==> config.mk <==
export PLATFORM = sky130hd
export DESIGN_NAME = byte_window_pattern_patcher_core
export DESIGN_NICKNAME = d
export VERILOG_FILES = /design/src/hdl/bwpp_pkg.sv /design/src/hdl/bwpp_front.sv /design/src/hdl/bwpp_queue.sv /design/src/hdl/bwpp_back.sv /design/src/hdl/byte_window_pattern_patcher_core.sv
export SDC_FILE = /design/constraint.sdc
export NUM_CORES = 1
export LEC_CHECK = 0
export BUFFER_PORTS_ARGS = -buffer_cell sky130_fd_sc_hd__buf_4
export CORE_MARGIN = 2
export CORE_UTILIZATION = 40
export CTS_CLUSTER_SIZE = 8
export DETAILED_ROUTE_END_ITERATION = 16
export PLACE_DENSITY_LB_ADDON = 0.1
export SLEW_MARGIN = 20
export SYNTH_ARGS = -nofsm -noshare
export SYNTH_HDL_FRONTEND = slang
export SYNTH_SLANG_ARGS = --single-unit
==> constraint.sdc <==
create_clock -name clk -period 6.5 [get_ports clk]
set_input_delay 0.65 -clock clk [delete_from_list [all_inputs] [get_ports clk]]
set_output_delay 0.65 -clock clk [all_outputs]
set_load 0.01 [all_outputs]
==> src/hdl/bwpp_pkg.sv <==
// ----------------------------------------------------------------------------
// bwpp_pkg
// Shared types and constants for the byte window pattern patcher.
// ----------------------------------------------------------------------------
package bwpp_pkg;

  localparam int CFG_IDX_W  = 2;
  localparam int CFG_DATA_W = 16;
  localparam int WIN_DEPTH  = 4;
  localparam int FILL_W     = $clog2(WIN_DEPTH);
  localparam int CD_W       = 4;

  // configuration register indexes
  localparam logic [CFG_IDX_W-1:0] CFG_Y_FIX_EN      = 2'd0;
  localparam logic [CFG_IDX_W-1:0] CFG_SCREEN_FIX_EN = 2'd1;
  localparam logic [CFG_IDX_W-1:0] CFG_Y_VALUE_FIRST = 2'd2;
  localparam logic [CFG_IDX_W-1:0] CFG_Y_VALUE_SECOND = 2'd3;

  localparam logic [15:0] Y_FIRST_RST  = 16'd3;
  localparam logic [15:0] Y_SECOND_RST = 16'd0;

  // pattern bytes
  localparam logic [7:0] PAT_LEAD  = 8'h0A;
  localparam logic [7:0] PAT_ZERO  = 8'h00;
  localparam logic [7:0] PAT_A     = 8'h24;
  localparam logic [7:0] PAT_C     = 8'h04;
  localparam logic [7:0] PAT_TAIL  = 8'h86;
  localparam logic [7:0] FIX_LO    = 8'h90;
  localparam logic [7:0] FIX_HI    = 8'h93;
  localparam logic [7:0] FIX_TAIL  = 8'h24;
  localparam logic [7:0] PATCH_SUB = 8'd2;

  localparam logic [CD_W-1:0] CD_RELOAD = 4'd10;
  localparam logic [CD_W-1:0] CD_FIRST  = 4'd5;
  localparam logic [CD_W-1:0] CD_SECOND = 4'd4;

  typedef enum logic [1:0] {
    KIND_PLAIN  = 2'd0,
    KIND_TYPE_A = 2'd1,
    KIND_TYPE_C = 2'd2,
    KIND_FIX    = 2'd3
  } patch_kind_t;

  typedef struct packed {
    logic [7:0] in_byte;
    logic       end_of_stream;
  } in_item_t;

  typedef struct packed {
    logic [7:0]  out_byte;
    patch_kind_t patch_kind;
    logic        last_of_run;
  } out_item_t;

  // one request's worth of output bytes, byte 0 goes out first
  typedef struct packed {
    logic [WIN_DEPTH-1:0][7:0] bytes;
    logic [FILL_W-1:0]         cnt_m1;
    patch_kind_t               kind;
  } run_t;

  typedef struct packed {
    logic [FILL_W-1:0] fill;
    logic [CD_W-1:0]   countdown;
  } front_stat_t;

  typedef struct packed {
    logic full;
    logic valid;
  } queue_stat_t;

endpackage

==> src/hdl/bwpp_front.sv <==
// ----------------------------------------------------------------------------
// bwpp_front - window gather, pattern classification and patching;
// one request per cycle while the queue is not full.
// ----------------------------------------------------------------------------
module bwpp_front import bwpp_pkg::*; (
  input  logic                  clk,
  input  logic                  rst_n,
  input  logic                  cfg_we,
  input  logic [CFG_IDX_W-1:0]  cfg_index,
  input  logic [CFG_DATA_W-1:0] cfg_data,
  input  logic                  in_valid,
  output logic                  in_ready,
  input  in_item_t              in_data,
  input  queue_stat_t           q_stat,
  output logic                  push,
  output run_t                  push_run,
  output front_stat_t           stat
);

  logic                       y_fix_en_r;
  logic                       screen_fix_en_r;
  logic [15:0]                y_first_r;
  logic [15:0]                y_second_r;
  logic [FILL_W-1:0]          fill_r, fill_nxt;
  logic [CD_W-1:0]            cd_r, cd_nxt;
  logic [WIN_DEPTH-1:0][7:0]  win_r, win_nxt;

  logic [WIN_DEPTH-1:0][7:0]  w;
  logic                       accept;
  logic                       full;
  logic                       hdr, is_a, is_c, fixwin;
  logic [CD_W-1:0]            cd_dec, cd_m;
  logic [15:0]                yv;

  assign in_ready = !q_stat.full;
  assign accept   = in_valid && in_ready;
  assign full     = (fill_r == FILL_W'(WIN_DEPTH - 1));

  always_comb begin
    for (int i = 0; i < WIN_DEPTH; i++) begin
      w[i] = (fill_r == FILL_W'(i)) ? in_data.in_byte : win_r[i];
    end
  end

  assign cd_dec = (cd_r != '0) ? cd_r - CD_W'(1) : cd_r;
  assign hdr    = (w[0] == PAT_LEAD) && (w[1] == PAT_ZERO) && (w[3] == PAT_TAIL);
  assign is_a   = hdr && (w[2] == PAT_A);
  assign is_c   = hdr && (w[2] == PAT_C);
  assign cd_m   = ((is_a || is_c) && (y_fix_en_r || screen_fix_en_r)) ? CD_RELOAD : cd_dec;
  assign fixwin = ((cd_m == CD_FIRST) || (cd_m == CD_SECOND)) &&
                  (w[2] >= FIX_LO) && (w[2] <= FIX_HI) && (w[3] == FIX_TAIL);
  assign yv     = (cd_m == CD_FIRST) ? y_first_r : y_second_r;

  always_comb begin
    push_run.bytes  = w;
    push_run.cnt_m1 = FILL_W'(WIN_DEPTH - 1);
    push_run.kind   = KIND_PLAIN;
    push            = accept && (full || in_data.end_of_stream);
    priority if (!full) begin
      // only reached on end of stream: flush what is held
      push_run.cnt_m1 = fill_r;
    end else if (fixwin) begin
      push_run.kind = KIND_FIX;
      if (y_fix_en_r) begin
        push_run.bytes[0] = yv[7:0];
        push_run.bytes[1] = yv[15:8];
      end
      if (screen_fix_en_r && (w[2] > FIX_LO)) begin
        push_run.bytes[2] = w[2] - 8'd1;
      end
    end else if (is_a || is_c) begin
      push_run.kind     = is_a ? KIND_TYPE_A : KIND_TYPE_C;
      push_run.bytes[0] = w[0] - PATCH_SUB;
      push_run.bytes[3] = w[3] - PATCH_SUB;
    end else begin
      // plain copy of byte 0; end of stream sends the rest along with it
      push_run.cnt_m1 = in_data.end_of_stream ? FILL_W'(WIN_DEPTH - 1) : '0;
    end
  end

  always_comb begin
    fill_nxt = fill_r;
    cd_nxt   = cd_r;
    win_nxt  = w;
    if (accept) begin
      priority if (in_data.end_of_stream) begin
        fill_nxt = '0;
        cd_nxt   = '0;
      end else if (full) begin
        cd_nxt = cd_m;
        if (fixwin || is_a || is_c) begin
          fill_nxt = '0;
        end else begin
          fill_nxt = FILL_W'(WIN_DEPTH - 1);
          for (int i = 0; i < WIN_DEPTH - 1; i++) begin
            win_nxt[i] = w[i+1];
          end
        end
      end else begin
        fill_nxt = fill_r + FILL_W'(1);
      end
    end
  end

  always_ff @(posedge clk) begin
    if (!rst_n) begin
      fill_r          <= '0;
      cd_r            <= '0;
      y_fix_en_r      <= 1'b0;
      screen_fix_en_r <= 1'b0;
      y_first_r       <= Y_FIRST_RST;
      y_second_r      <= Y_SECOND_RST;
    end else begin
      fill_r <= fill_nxt;
      cd_r   <= cd_nxt;
      if (cfg_we) begin
        unique case (cfg_index)
          CFG_Y_FIX_EN:       y_fix_en_r      <= cfg_data[0];
          CFG_SCREEN_FIX_EN:  screen_fix_en_r <= cfg_data[0];
          CFG_Y_VALUE_FIRST:  y_first_r       <= cfg_data;
          CFG_Y_VALUE_SECOND: y_second_r      <= cfg_data;
          default: ;
        endcase
      end
    end
  end

  always_ff @(posedge clk) begin
    if (accept) begin
      win_r <= win_nxt;
    end
  end

  assign stat.fill      = fill_r;
  assign stat.countdown = cd_r;

endmodule

==> src/hdl/bwpp_queue.sv <==
// ----------------------------------------------------------------------------
// bwpp_queue
// Two-entry request queue between front and back.
// ----------------------------------------------------------------------------
module bwpp_queue import bwpp_pkg::*; (
  input  logic        clk,
  input  logic        rst_n,
  input  logic        push,
  input  run_t        push_run,
  input  logic        pop,
  output run_t        head,
  output queue_stat_t stat
);

  run_t       mem_r [2];
  logic       wr_ptr_r, rd_ptr_r;
  logic [1:0] cnt_r;

  assign head       = mem_r[rd_ptr_r];
  assign stat.full  = (cnt_r == 2'd2);
  assign stat.valid = (cnt_r != 2'd0);

  always_ff @(posedge clk) begin
    if (!rst_n) begin
      wr_ptr_r <= 1'b0;
      rd_ptr_r <= 1'b0;
      cnt_r    <= '0;
    end else begin
      if (push) wr_ptr_r <= !wr_ptr_r;
      if (pop)  rd_ptr_r <= !rd_ptr_r;
      unique case ({push, pop})
        2'b10:   cnt_r <= cnt_r + 2'd1;
        2'b01:   cnt_r <= cnt_r - 2'd1;
        default: cnt_r <= cnt_r;
      endcase
    end
  end

  always_ff @(posedge clk) begin
    if (push) begin
      mem_r[wr_ptr_r] <= push_run;
    end
  end

endmodule

==> src/hdl/bwpp_back.sv <==
// ----------------------------------------------------------------------------
// bwpp_back
// Holds one request; sends its bytes one per cycle while out_ready is high.
// ----------------------------------------------------------------------------
module bwpp_back import bwpp_pkg::*; (
  input  logic        clk,
  input  logic        rst_n,
  input  queue_stat_t q_stat,
  input  run_t        head,
  output logic        pop,
  output logic        out_valid,
  input  logic        out_ready,
  output out_item_t   out_data
);

  run_t              run_r;
  logic              valid_r;
  logic [FILL_W-1:0] idx_r;
  logic              last;
  logic              take;

  assign last      = (idx_r == run_r.cnt_m1);
  assign take      = valid_r && out_ready;
  assign pop       = q_stat.valid && (!valid_r || (take && last));
  assign out_valid = valid_r;

  assign out_data.out_byte    = run_r.bytes[idx_r];
  assign out_data.patch_kind  = run_r.kind;
  assign out_data.last_of_run = last;

  always_ff @(posedge clk) begin
    if (!rst_n) begin
      valid_r <= 1'b0;
      idx_r   <= '0;
    end else begin
      priority if (pop) begin
        valid_r <= 1'b1;
        idx_r   <= '0;
      end else if (take && last) begin
        valid_r <= 1'b0;
        idx_r   <= '0;
      end else if (take) begin
        idx_r <= idx_r + FILL_W'(1);
      end
    end
  end

  always_ff @(posedge clk) begin
    if (pop) begin
      run_r <= head;
    end
  end

endmodule

==> src/hdl/byte_window_pattern_patcher_core.sv <==
// A request is registered in the queue entry and then in the back-end run register.
// Throughput: one input byte per cycle while each causes at most one result; the back
// end sends one byte per cycle while out_ready is high, so four-byte runs hold the input
// once the two-entry queue is full.
// Reset: synchronous, active low; clears window fill, countdown, queue and back end,
// and loads the configuration reset values. Window bytes are not reset.
// ----------------------------------------------------------------------------
// byte_window_pattern_patcher_core
// Four-byte window patcher: front classifies, queue decouples, back serialises.
// ----------------------------------------------------------------------------
module byte_window_pattern_patcher_core import bwpp_pkg::*; (
  input  logic                  clk,
  input  logic                  rst_n,
  input  logic                  cfg_we,
  input  logic [CFG_IDX_W-1:0]  cfg_index,
  input  logic [CFG_DATA_W-1:0] cfg_data,
  input  logic                  in_valid,
  output logic                  in_ready,
  input  in_item_t              in_data,
  output logic                  out_valid,
  input  logic                  out_ready,
  output out_item_t             out_data
);

  queue_stat_t q_stat;
  front_stat_t f_stat;
  logic        push, pop;
  run_t        push_run, head;

  bwpp_front u_front (
    .clk       (clk),
    .rst_n     (rst_n),
    .cfg_we    (cfg_we),
    .cfg_index (cfg_index),
    .cfg_data  (cfg_data),
    .in_valid  (in_valid),
    .in_ready  (in_ready),
    .in_data   (in_data),
    .q_stat    (q_stat),
    .push      (push),
    .push_run  (push_run),
    .stat      (f_stat)
  );

  bwpp_queue u_queue (
    .clk      (clk),
    .rst_n    (rst_n),
    .push     (push),
    .push_run (push_run),
    .pop      (pop),
    .head     (head),
    .stat     (q_stat)
  );

  bwpp_back u_back (
    .clk       (clk),
    .rst_n     (rst_n),
    .q_stat    (q_stat),
    .head      (head),
    .pop       (pop),
    .out_valid (out_valid),
    .out_ready (out_ready),
    .out_data  (out_data)
  );

  a_eos_clears: assert property (@(posedge clk) disable iff (!rst_n)
    in_valid && in_ready && in_data.end_of_stream |=>
      (f_stat.fill == '0) && (f_stat.countdown == '0))
    else $error("end of stream did not clear window state");

  a_cd_range: assert property (@(posedge clk) disable iff (!rst_n)
    f_stat.countdown <= CD_RELOAD)
    else $error("fix countdown out of range");

  a_no_overflow: assert property (@(posedge clk) disable iff (!rst_n)
    q_stat.full |-> !push)
    else $error("request pushed into full queue");

  a_pop_nonempty: assert property (@(posedge clk) disable iff (!rst_n)
    pop |-> q_stat.valid)
    else $error("request popped from empty queue");

endmodule

# After elaboration in Yosys (flattened, before gate mapping)
# Memory sizes are Yosys's and may differ from the RTL's. A register that Yosys moved wholly into a read port is not among the register bits.
# Cells that the tools add are included.
[word_totals] register_bits=79 mem_bits_rw=72 in_bits=32 output_inout_bits=13 word_cells=123 n_memories=1
[op_classes] n_addsub=8 n_lt_le_gt_ge=4 eq_ne=17 muxes=38 bitwise_logic=1 reduce_logical=39
[mem_list] name="u_queue.mem_r" depth=2 word_bits=36 read_ports=1 rd_clocked_by_memory_dff=1 wr=1 line_no="bwpp_queue.sv:15" text="run_t mem_r [2];"
[op_table] op="8-bit 2-to-1 mux" count=10
[op_table] op="24-bit 2-to-1 mux" count=3
[op_table] op="16-bit 2-to-1 mux" count=3
[op_table] op="32-bit 2-to-1 mux" count=1
[op_table] op="2-bit 2-to-1 mux" count=11
[op_table] op="8-bit binary-select mux with 2-bit select" count=1
[op_table] op="8-bit by 6-bit equality test with 1-bit output, second input constant" count=2
[op_table] op="4-bit 2-to-1 mux" count=4
[op_table] op="8-bit by 2-bit subtractor with 8-bit output, second input constant" count=2
[op_table] op="1-bit logical AND" count=14
[op_table] op="2-bit equality test, second input constant" count=6
[op_table] op="2-bit AND reduction" count=5
[op_table] op="4-bit by 3-bit equality test with 1-bit output, second input constant" count=2
[op_table] op="8-bit by 3-bit equality test with 1-bit output, second input constant" count=1
[op_table] op="8-bit by 4-bit equality test with 1-bit output, second input constant" count=1
[op_table] op="8-bit equality test, second input constant" count=1
[op_table] op="8-bit >= comparator, second input constant" count=1
[op_table] op="8-bit > comparator, second input constant" count=1
[op_table] op="8-bit <= comparator, second input constant" count=1
[op_table] op="8-bit logical NOT" count=1
[op_table] op="2-bit nonzero test" count=4
[op_table] op="8-bit by 1-bit subtractor with 8-bit output, second input constant" count=1
[op_table] op="1-bit logical OR" count=7
[op_table] op="2-bit by 1-bit adder with 2-bit output, second input constant" count=3
[op_table] op="other kinds (12)" count=21

# Logic depth before layout (Yosys ltp)
# Gate-level depths: netlist (run 1).
[depth] word_depth=19 mapped_depth=12 mapped_depth_nobuf=9

# Hierarchy
# A second synthesis (run 1) with hierarchy kept.
[hier_totals] hier_cells=696 hier_area_um2=8799.7
[modules_own_cells] mod="bwpp_front" n_inst=1 cells_per_inst=491 area_each_um2=4496.8 seq_area_each_um2=1761.7
[modules_own_cells] mod="bwpp_queue" n_inst=1 cells_per_inst=134 area_each_um2=2808.9 seq_area_each_um2=2262.2
[modules_own_cells] mod="bwpp_back" n_inst=1 cells_per_inst=71 area_each_um2=1493.9 seq_area_each_um2=1141.1

# Worst setup path after synthesis (run 1)
# No wires, ideal clock.
[synth_timing] path_type="input to register" from="in in_valid" to="mem u_queue.mem_r[0][0] in the netlist's numbering (enable)" setup_ps=431 t_arrival_ps=3925 t_required_ps=6069 path_slack_ps=2145 path_stages=4 path_buffers=1 cell_sequence="and2_1 > clkbuf_1 > o21ai_1 > nor2_1"
[synth_via] elab_chain_cells=4
[synth_lines] item="start, declared" line_no="byte_window_pattern_patcher_core.sv:17" text="input logic in_valid,"
[synth_lines] item="1-bit logical AND" line_no="bwpp_front.sv:36" text="assign accept = in_valid && in_ready;"
[synth_lines] item="via u_front.accept" line_no="bwpp_front.sv:29" text="logic accept;"
[synth_lines] item="1-bit logical AND" line_no="bwpp_front.sv:58" text="push = accept && (full || in_data.end_of_stream);"
[synth_lines] item="1-bit 2-to-1 mux" line_no="bwpp_queue.sv:40" text="if (push) begin"
[synth_lines] item="1-bit 2-to-1 mux (implied by the code)" line_no="bwpp_queue.sv:41" text="mem_r[wr_ptr_r] <= push_run;"
[synth_lines] item="end, declared" line_no="bwpp_queue.sv:15"
# The timed path passes the listed nets, and every way through them passes these cells.

==> flow_metrics.tcl, run 1 <==
set metrics [dict create \
    clock-sinks 187 \
    clock_skew_ns 0.0125 \
    syn_area_per_cell_um2 13.6 \
    worstSetupPathType "reg -> reg" \
    post_cts_buffers 0 \
    drive_above_1_share 0.230 \
    peakVddDrop_uv 181 \
    syn_area_mm2 0.00863 \
    syn_to_final_growth_pct 12.2 \
    die_area_mm2 0.0228 \
    synth_edf_count 140 \
    num_vias 5007 \
    fp.coreArea_mm2 0.0211 \
    max_cap_violations 0 \
    first_pass_iters 5 \
    synth_xor_xnor_area_share 0.00710 \
    start_util 0.409 \
    synth_top_family_by_area "multiplexers" \
    p_leak_nw 3.65 \
    fmax_mhz 241 \
    grt.overflow.total 0 \
    worstSetupStartpointType "flip-flop" \
    cpMostUsedCell "ha_1" \
    relSlewSlack 0.332 \
    first_global_vias 4965 \
    antenna_found_initial 0 \
    end_kind "flip-flop" \
    p_per_area_mw_per_mm2 377 \
    async_flop_share 0 \
    viasPerCell 5.23 \
    period_share 0.639 \
    crit_arrival_ns 4.31 \
    grt_max_degree 49 \
    drt_iter0_drc 303 \
    status "complete, no violations" \
    synth-simple-area-share 0.101 \
    rows 53 \
    critical-path-max-stage-delay_ns 0.84 \
    ys_seq_area_frac 0.596 \
    min_from "cfg_data[1]" \
    yosys-mux-area-fraction 0.177 \
    cts.clk_slew.worst_paths_ns 0.07 \
    top_layer "met4" \
    io_pins 45 \
    wl_met2_um 9120 \
    cts_resized 0 \
    wl_met1_um 9640 \
    die_h_um 151 \
    r2r_setup_slack_ns 2.35 \
    required_ns 6.66 \
    wl_um 19500 \
    ys.flop_type "edfxtp_1" \
    crit_chain "inv_1 > ha_1 > mux2i_1 > ha_1 > nand4_1 > nor4_4 > a21o_1 > mux2_2 > o2bb2ai_1" \
    grt_pass1_wl_um 30000 \
    path_max_fanout 16 \
    syn-num-nets 676 \
    grt_usage 0.181 \
    holdWs_ns 0.454 \
    hold_class "in -> reg" \
    r2r-end "u_queue.mem_r[1][5]" \
    synth-seq-cells 187 \
    crit_family "compound AO/OA/AOI/OAI gates" \
    drv_slew 0 \
    synth_compound_gate_area_share 0.0681 \
    reg2regPathDepth 9 \
    insertion_delay_ns 0.43 \
    io_buffer_count 44 \
    clock_tree.root_cell "clkbuf_16" \
    fin_nets 711 \
    numCtsBuffers 17 \
    cts_hold_repair.buffers 0 \
    ant_nets 0 \
    cp_num_buf_inv 1 \
    syn_inst 634 \
    netlist-cell-type-count 66 \
    worstReg2RegStart "u_front.fill_r[0]" \
    wl_per_cell_um 20.4 \
    synth_fa_ha_area_frac 0.0145 \
    yosysWarnings 0 \
    slowest_stage "a21o_1" \
    cts.path.max_buffers 2 \
    finalHoldViolations 0 \
    cts_tree "done" \
    met3_length_um 627 \
    gp_congestion 0.852 \
    htree_levels 4 \
    dp_hpwl_um 13600 \
    worstMarginPinSlew_ns 1.00 \
    setup_viol 0 \
    fin_setup_tns_ns 0 \
    hold_end "u_front.y_first_r[1]" \
    die_x_um 151 \
    drc 0 \
    whs_path_depth 3 \
    grt_setup_unrepaired "no" \
    diodes 0 \
    finalWorstPathRequiredPeriod_ns 4.15 \
]
-- metal layers --
metal,track usage,vias up
met1,0.262,2473
met2,0.282,96
li1,-,2425
met5,0,-
met4,0.0421,0
met3,0.0392,13
-- flip-flops by register name, indices dropped and copies added (netlist names), 2 cells and up --
register	count
u_queue.mem_r	72
u_queue.cnt_r	2
u_back.out_data	2
u_front.fill_r	2
u_front.win_r	32
u_front.cd_r	4
u_front.y_second_r	16
u_back.idx_r	2
u_front.y_first_r	16
u_back.run_r	34
-- cells in the final DEF (no fill, tap or decap), drive strengths merged, types with 5 or more instances in the layout --
| master | synthesis | final |
|---|---|---|
| a21oi | 9 | 9 |
| mux4 | 8 | 8 |
| nor2 | 17 | 17 |
| clkbuf | 18 | 18 |
| clkinv | 1 | 10 |
| nor4 | 6 | 6 |
| ha | 10 | 10 |
| buf | 16 | 50 |
| nand3 | 10 | 10 |
| dfxtp | 47 | 47 |
| mux2 | 49 | 49 |
| o21ai | 9 | 9 |
| mux2i | 78 | 78 |
| nand2 | 75 | 75 |
| a21boi | 35 | 35 |
| edfxtp | 140 | 140 |
| and2 | 7 | 7 |
| a31oi | 5 | 5 |
| nor3 | 7 | 7 |
| inv | 20 | 22 |
| and3b | 5 | 5 |
| nor2b | 5 | 5 |
| nor3b | 6 | 6 |
-- cell families (layout without fill, tap and decap cells) --
group	after synthesis	count (layout)
AOI/OAI and AO/OA	80	80
muxes	135	135
adders and majority gates	10	10
xor gates and xnor gates	7	7
and+or+nand+nor	160	160
DFF	187	187
buffers and inverters	55	103
-- area by class of cell --
cell class              count  area (um2)
fillers                  1890       11400
flip-flops and latches    187        5140
multi-input cells         392        3190
clock buffers              18         429
repair buffers             50         375
well taps                 275         344
clock inverters            14         121
inverters                  21        78.8
-- worst max path at each step --
stage	start	to	slack (ns)	depth (start not counted)
finish	u_front.fill_r[0]	u_queue.mem_r[1][5]	2.35	9
global route	u_front.fill_r[0]	u_queue.mem_r[0][5]	2.06	9
global placement	u_front.fill_r[0]	u_queue.mem_r[0][5]	2.54	9
floorplan	in_valid	u_queue.mem_r[0][0]	2.14	4
CTS	u_front.fill_r[0]	u_queue.mem_r[0][5]	2.34	9
detailed placement	u_front.fill_r[0]	u_queue.mem_r[0][5]	2.36	9
-- cells in the mapped netlist, types with 2 or more instances --
library cell,number,area share
buf_6,5,0.0065
buf_12,2,0.0046
nand3b_1,2,0.0017
nand2b_1,3,0.0022
or3_1,4,0.0029
and3_1,2,0.0014
nor4b_2,2,0.0035
o21ai_0,8,0.0046
nor3b_1,6,0.0052
buf_4,7,0.0061
nand2_1,75,0.033
a21oi_1,9,0.0052
mux4_2,8,0.021
nand3_1,8,0.0046
nor4_2,3,0.0043
nor2_1,16,0.0070
xor2_1,3,0.0030
edfxtp_1,140,0.49
and3b_1,4,0.0041
xnor2_1,4,0.0041
clkbuf_1,18,0.0078
nor3_1,7,0.0041
o22ai_1,3,0.0022
a31oi_1,5,0.0036
nor4_4,2,0.0049
nor2b_1,5,0.0036
and2_1,7,0.0051
nand4_1,3,0.0022
mux2i_1,77,0.089
a32oi_1,2,0.0020
a21boi_0,34,0.030
o22a_1,2,0.0020
inv_1,20,0.0087
or2_2,2,0.0014
mux2_2,48,0.063
dfxtp_1,47,0.11
ha_1,10,0.014
a22oi_1,3,0.0026
-- metrics by stage --
step                power (mW)   util  area [um2]  setup slack [ns]  instances
floorplan                 2.37      -        8630              2.14        634
global placement          2.70  0.433        9130              2.54        925
detailed placement        2.71  0.433        9130              2.36        925
CTS                       3.70  0.459        9680              2.34        957
global route              3.85  0.459        9680              2.06        957
finish                    3.65  0.459        9680              2.35        957
-- where the power goes --
part	leakage, nW	total [mW]	switching (mW)	internal (mW)
logic	1.69	0.919	0.538	0.381
registers	1.70	1.76	0.102	1.66
clock network	0.265	0.979	0.450	0.528
-- tightest hold or removal path, stage by stage --
cell     delay (ns)
buf_4          0.08
nand2_1        0.04
nand3_1        0.07
Note: power is estimated with default switching activity, not from simulation.
==> run 2, diff against run 1 <==
--- a/config.mk
+++ b/config.mk
@@ -5,6 +5,7 @@
 export SDC_FILE = /design/constraint.sdc
 export NUM_CORES = 1
 export LEC_CHECK = 0
+export ABC_AREA = 1
 export BUFFER_PORTS_ARGS = -buffer_cell sky130_fd_sc_hd__buf_4
 export CORE_MARGIN = 2
 export CORE_UTILIZATION = 40
==> constraint.sdc (replaced) <==
create_clock -name clk -period 3.5 [get_ports clk]
set_input_delay 0.35 -clock clk [delete_from_list [all_inputs] [get_ports clk]]
set_output_delay 0.35 -clock clk [all_outputs]
set_load 0.01 [all_outputs]
==> flow_metrics.tcl, run 2 <==
set metrics [dict create \
    finalWorstPathRequiredPeriod_ns 3.25 \
    grt_max_degree 47 \
    grt_pass1_wl_um 34600 \
    wl_um 22500 \
    io_buffer_count 44 \
    hold_class "in -> reg" \
    grt_setup_unrepaired "no" \
    relSlewSlack 0.490 \
    internal_power_mw 4.58 \
    peakVddDrop_uv 335 \
    worstReg2RegStart "u_front.fill_r[0]" \
    pwr-share-seq 0.462 \
    holdWs_ns 0.133 \
    drt_iter0_drc 559 \
    clock_tree.root_cell "clkbuf_16" \
    min_from "cfg_data[1]" \
    p_clk_frac 0.286 \
    ys.flop_type "edfxtp_1" \
    fin_nets 1072 \
    crit_arrival_ns 3.43 \
    regMostFlops "u_queue.mem_r" \
    syn_area_mm2 0.00872 \
    reg2regPathDepth 18 \
    dpl_cell_area_mm2 0.00949 \
    crit_chain "inv_1 > ha_1 > o21ai_0 > ha_1 > nand3_1 > nor2_1 > nand2_2 > nor2_2 > nand4_2 > nand2_2 > inv_2 > nand3_4 > nand2_2 > inv_2 > nand4_4 > buf_12 > nand2_1 > o21ai_1" \
    syn-num-nets 1011 \
    utilization 0.468 \
    fmax_mhz 308 \
    syn_to_final_growth_pct 16.0 \
    cts_hold_repair.buffers 0 \
    fin_setup_tns_ns 0 \
    netlist-cell-type-count 37 \
    critPathLaunch "u_front.fill_r[0]" \
    hold_end "u_front.y_first_r[1]" \
    p_leak_nw 4.21 \
    yosys-top-cells-count "nand2_1, edfxtp_1, nor2_1, o21ai_0, inv_1" \
    synth-seq-cells 187 \
    r2r-end "u_front.win_r[13]" \
    status "complete, no violations" \
    switching_share 0.329 \
    worstSetupPathType "reg -> reg" \
    antenna_found_initial 0 \
    worstSetupStartpointType "flip-flop" \
    clock-sinks 187 \
    synth_edf_count 140 \
    num_vias 6568 \
    period_share 0.929 \
    mostFrequentLayoutCell "nand2_1" \
    diodes 0 \
    die_h_um 152 \
    rows 54 \
    top_regs "u_queue.mem_r (72), u_back.run_r (34), u_front.win_r (32)" \
    fp.coreArea_mm2 0.0216 \
    first_pass_iters 4 \
    path_max_fanout 46 \
    place_inst 1290 \
    grt_usage 0.204 \
    drive_above_1_share 0.157 \
    die_x_um 152 \
    finalHoldViolations 0 \
    start_util 0.403 \
    yosysWarnings 0 \
    r2r_setup_slack_ns 0.25 \
    syn_area_per_cell_um2 9.00 \
    required_ns 3.68 \
    gp_congestion 0.876 \
    comb_power_share 0.252 \
    cpMostUsedCell "nand2_2" \
    largest_reg_flops 72 \
    first_global_vias 6047 \
    ys_seq_area_frac 0.590 \
    synth_top_area_frac 0.482 \
    dp_hpwl_um 16200 \
    critical-path-max-stage-delay_ns 0.38 \
    layoutNonFillerInstCount 1323 \
    post_cts_buffers 0 \
    max_cap_violations 0 \
    slowest_stage "dfxtp_1" \
    layout_common_cells "nand2_1, edfxtp_1, nor2_1" \
    setup_viol 0 \
    async_flop_share 0 \
    wl_per_cell_um 17.0 \
    syn_inst 969 \
    viasPerCell 4.96 \
    die_area_mm2 0.0230 \
    synth_area_leaders "edfxtp_1, nand2_1, dfxtp_1" \
    synth_most_common_cell "nand2_1" \
    insertion_delay_ns 0.44 \
    cts_tree "done" \
    p_sw_mw 2.25 \
    yosysTopAreaCell "edfxtp_1" \
    grt.overflow.total 0 \
    drc 0 \
    cts.path.max_buffers 2 \
    htree_levels 4 \
    numCtsBuffers 17 \
    design_area_mm2 0.0101 \
    whs_path_depth 3 \
    io_pins 45 \
    ant_nets 0 \
    drv_slew 0 \
    clock_skew_ns 0.0136 \
    p_per_area_mw_per_mm2 674 \
    worstMarginPinSlew_ns 0.760 \
    end_kind "flip-flop" \
    cts.clk_slew.worst_paths_ns 0.08 \
]
-- run 2: changes by cell type after synthesis, moves of 36 or more --
| cell | before | now |
|---|---|---|
| nand2_1 | 75 | 288 |
| nor2_1 | 16 | 100 |
| o21ai_0 | 8 | 86 |
| mux2i_1 | 77 | 0 |
| inv_1 | 20 | 84 |
| mux2_2 | 48 | 0 |
| a21oi_1 | 9 | 45 |
-- run 2: metal layers --
metal  part of all wire  track usage  up-vias
li1                   -            -     3344
met1               0.48        0.289     3022
met2               0.46        0.320      178
met3              0.048       0.0386       24
met4              0.015       0.0556        0
met5                  0            0        -
-- run 2: power groups by stage --
stage          registers [mW]  logic (mW)  clock network [mW]
5_1_grt                  3.20        1.94                2.08
2_1_floorplan            3.13        1.05                   0
6_report                 3.15        1.72                1.95
3_3_place_gp             3.21        1.73                   0
4_1_cts                  3.16        1.74                2.00
3_5_place_dp             3.21        1.73                   0
-- run 2: kinds of logic (layout without fill, tap and decap cells) --
logic type / after synthesis / count (layout) / synth area share
buffers and inverters: 136 / 209 / 0.0666
DFF: 187 / 187 / 0.590
and+or+nand+nor: 443 / 444 / 0.209
xor gates and xnor gates: 4 / 4 / 0.00402
AOI/OAI and AO/OA: 189 / 189 / 0.116
adders and majority gates: 10 / 10 / 0.0143
-- run 2: worst max path at each step --
stage / to / slack (ns)
final: u_front.win_r[13] / 0.25
after global routing: u_front.win_r[12] / 0.01
after CTS: u_queue.mem_r[0][13] / 0.09
after detailed placement: u_queue.mem_r[1][16] / -0.20
after global placement: u_queue.mem_r[1][7] / 0.005
after floorplan: u_queue.mem_r[0][0] / -0.27
-- run 2: critical path: cells and delay by family, from the launching register on --
family	cells	cell delay (ns)
AOI/OAI and AO/OA	2	0.34
DFF	1	0.38
and+or+nand+nor	10	1.25
adders and majority gates	2	0.54
buffers and inverters	4	0.46
-- run 2: metrics by stage --
step / worst slack [ns] / total power [mW]
finish: 0.250 / 6.82
global route: 0.0133 / 7.21
CTS: 0.0915 / 6.90
detailed placement: -0.197 / 4.94
global placement: 0.00492 / 4.94
floorplan: -0.271 / 4.19
-- run 2: layout make-up --
type / count / area, um2
Tap cell: 280 / 350
Multi-Input combinational cell: 647 / 3040
Fill cell: 2132 / 11500
Sequential cell: 187 / 5140
Timing Repair Buffer: 82 / 628
Clock inverter: 15 / 168
Clock buffer: 17 / 425
Inverter: 95 / 359
-- run 2: timing repair --
item | CTS | global route
pin swaps | 0 | 1
cloned | 0 | 1
endpoints found under the setup margin | 28 | 37
gates resized for setup | 1 | 6
endpoints found under the hold margin | 0 | 0
==> run 3, diff against run 2 <==
--- a/config.mk
+++ b/config.mk
@@ -5,8 +5,9 @@
 export SDC_FILE = /design/constraint.sdc
 export NUM_CORES = 1
 export LEC_CHECK = 0
-export ABC_AREA = 1
 export BUFFER_PORTS_ARGS = -buffer_cell sky130_fd_sc_hd__buf_4
+export CELL_PAD_IN_SITES_DETAIL_PLACEMENT = 0
+export CELL_PAD_IN_SITES_GLOBAL_PLACEMENT = 1
 export CORE_MARGIN = 2
 export CORE_UTILIZATION = 40
 export CTS_CLUSTER_SIZE = 8
==> flow_metrics.tcl, run 3 (same netlist as run 1, synthesis figures left out) <==
set metrics [dict create \
    wl_um 20300 \
    ant_nets 0 \
    die_area_mm2 0.0228 \
    r2r-end "u_front.win_r[14]" \
    cts.path.max_buffers 2 \
    wl_met1_um 9710 \
    critPathLaunch "u_front.fill_r[0]" \
    drv_slew 0 \
    reg2regPathDepth 10 \
    top_regs "u_queue.mem_r (72), u_back.run_r (34), u_front.win_r (32)" \
    post_cts_buffers 0 \
    htree_levels 4 \
    cts_hold_repair.buffers 0 \
    p_per_area_mw_per_mm2 704 \
    relSlewSlack 0.376 \
    period_share 0.911 \
    numCtsBuffers 17 \
    setup_viol 0 \
    die_x_um 151 \
    clock-sinks 187 \
    grt_pass1_wl_um 31200 \
    finalHoldViolations 0 \
    mostFrequentLayoutCell "edfxtp_1" \
    regMostFlops "u_queue.mem_r" \
    start_util 0.409 \
    design_area_mm2 0.00990 \
    worstReg2RegStart "u_front.fill_r[0]" \
    clock_tree.root_cell "clkbuf_16" \
    worstSetupStartpointType "flip-flop" \
    fmax_mhz 314 \
    first_global_vias 5201 \
    antenna_found_initial 3 \
    cts.clk_slew.worst_paths_ns 0.07 \
    top_layer "met4" \
    critPathCapture "u_front.win_r[14]" \
    crit_chain "inv_1 > ha_2 > mux2i_1 > ha_1 > nand4_1 > nor4_4 > a22oi_4 > nand3_4 > buf_12 > mux2i_1" \
    first_pass_iters 5 \
    fp.coreArea_mm2 0.0211 \
    end_kind "flip-flop" \
    layout_common_cells "edfxtp_1, mux2i_1, nand2_1" \
    grt_usage 0.189 \
    viasPerCell 5.30 \
    grt.overflow.total 0 \
    max_cap_violations 0 \
    drc 0 \
    rows 53 \
    io_buffer_count 44 \
    die_h_um 151 \
    drive_above_1_share 0.256 \
    cpMostUsedCell "mux2i_1" \
    r2r_setup_slack_ns 0.31 \
    io_pins 45 \
    grt_setup_unrepaired "no" \
    worstMarginPinSlew_ns 0.930 \
    p_leak_nw 3.78 \
    cts_tree "done" \
    insertion_delay_ns 0.42 \
    clock_skew_ns 0.00980 \
    wl_met2_um 9640 \
    path_max_fanout 16 \
    gp_congestion 0.845 \
    n_fill_cell 1938 \
    drt_iter0_drc 361 \
    required_ns 3.73 \
    num_vias 5182 \
    slowest_stage "nor4_4" \
    fin_setup_tns_ns 0 \
    fin_nets 732 \
    wl_per_cell_um 20.8 \
    peakVddDrop_uv 366 \
    crit_arrival_ns 3.41 \
    diodes 0 \
    cts_resized 0 \
    dp_hpwl_um 14300 \
    largest_reg_flops 72 \
    finalWorstPathRequiredPeriod_ns 3.19 \
    grt_max_degree 49 \
    syn_to_final_growth_pct 14.7 \
    dpl_cell_area_mm2 0.00933 \
    met3_length_um 779 \
    hold_class "in -> reg" \
    worstSetupPathType "reg -> reg" \
    critical-path-max-stage-delay_ns 0.51 \
    status "complete, no violations" \
]
run 3: cell types whose count changed in the layout (fill, tap and decap cells not counted), moves of 13 or more:
cell	previous run	this run
a21boi_0	0	34
mux2i_1	0	77
buf_4	81	68
nand2_1	288	75
o21ai_0	84	8
mux2_2	0	48
o21ai_1	31	1
nor2_1	97	13
inv_1	84	20
a21oi_1	45	9
run 3: worst min path at each step:
stage / from / end / slack [ns] / cells after the start
CTS: cfg_data[1] / u_front.y_first_r[1] / 0.14 / 3
finish: cfg_data[1] / u_front.y_first_r[1] / 0.16 / 3
global route: cfg_data[1] / u_front.y_first_r[1] / 0.15 / 3
floorplan: u_front.y_first_r[1] / u_front.y_first_r[1] / 0.44 / 2
detailed placement: u_front.y_first_r[4] / u_front.y_first_r[4] / 0.46 / 2
global placement: u_front.y_first_r[1] / u_front.y_first_r[1] / 0.45 / 2
run 3: area by class of cell:
type,instances,area (um2),share of cell area
well taps,275,344,0.0348
clock inverters,11,108,0.0109
flip-flops and latches,187,5140,0.520
multi-input cells,392,3190,0.322
repair buffers,71,571,0.0576
clock buffers,21,462,0.0466
inverters,21,78.8,0.00796
run 3: critical path: cells and delay by family, from the launching register on:
| family | cells | cell delay, ns |
|---|---|---|
| AOI/OAI and AO/OA | 1 | 0.16 |
| adders and majority gates | 2 | 0.64 |
| buffers and inverters | 2 | 0.31 |
| DFF | 1 | 0.35 |
| muxes | 2 | 0.62 |
| and+or+nand+nor | 3 | 0.89 |
run 3: power by group:
part | switching [mW] | internal, mW
combinational | 1.06 | 0.782
clock | 0.849 | 1.03
sequential | 0.171 | 3.07
run 3: layer usage:
| metal | global-route usage | up-vias |
|---|---|---|
| met3 | 0.0364 | 17 |
| met5 | 0 | - |
| met4 | 0.0491 | 0 |
| met1 | 0.268 | 2580 |
| li1 | - | 2468 |
| met2 | 0.300 | 117 |
run 3: metrics by stage:
| stage | power [mW] | setup WS [ns] | utilization | cells | hold WS [ns] |
|---|---|---|---|---|---|
| floorplan | 4.40 | 0.455 | - | 634 | 0.437 |
| global placement | 5.11 | 0.296 | 0.442 | 946 | 0.451 |
| detailed placement | 5.14 | 0.124 | 0.442 | 946 | 0.458 |
| CTS | 7.03 | 0.111 | 0.469 | 978 | 0.137 |
| global route | 7.30 | 0.169 | 0.469 | 978 | 0.150 |
| finish | 6.97 | 0.311 | 0.469 | 978 | 0.156 |
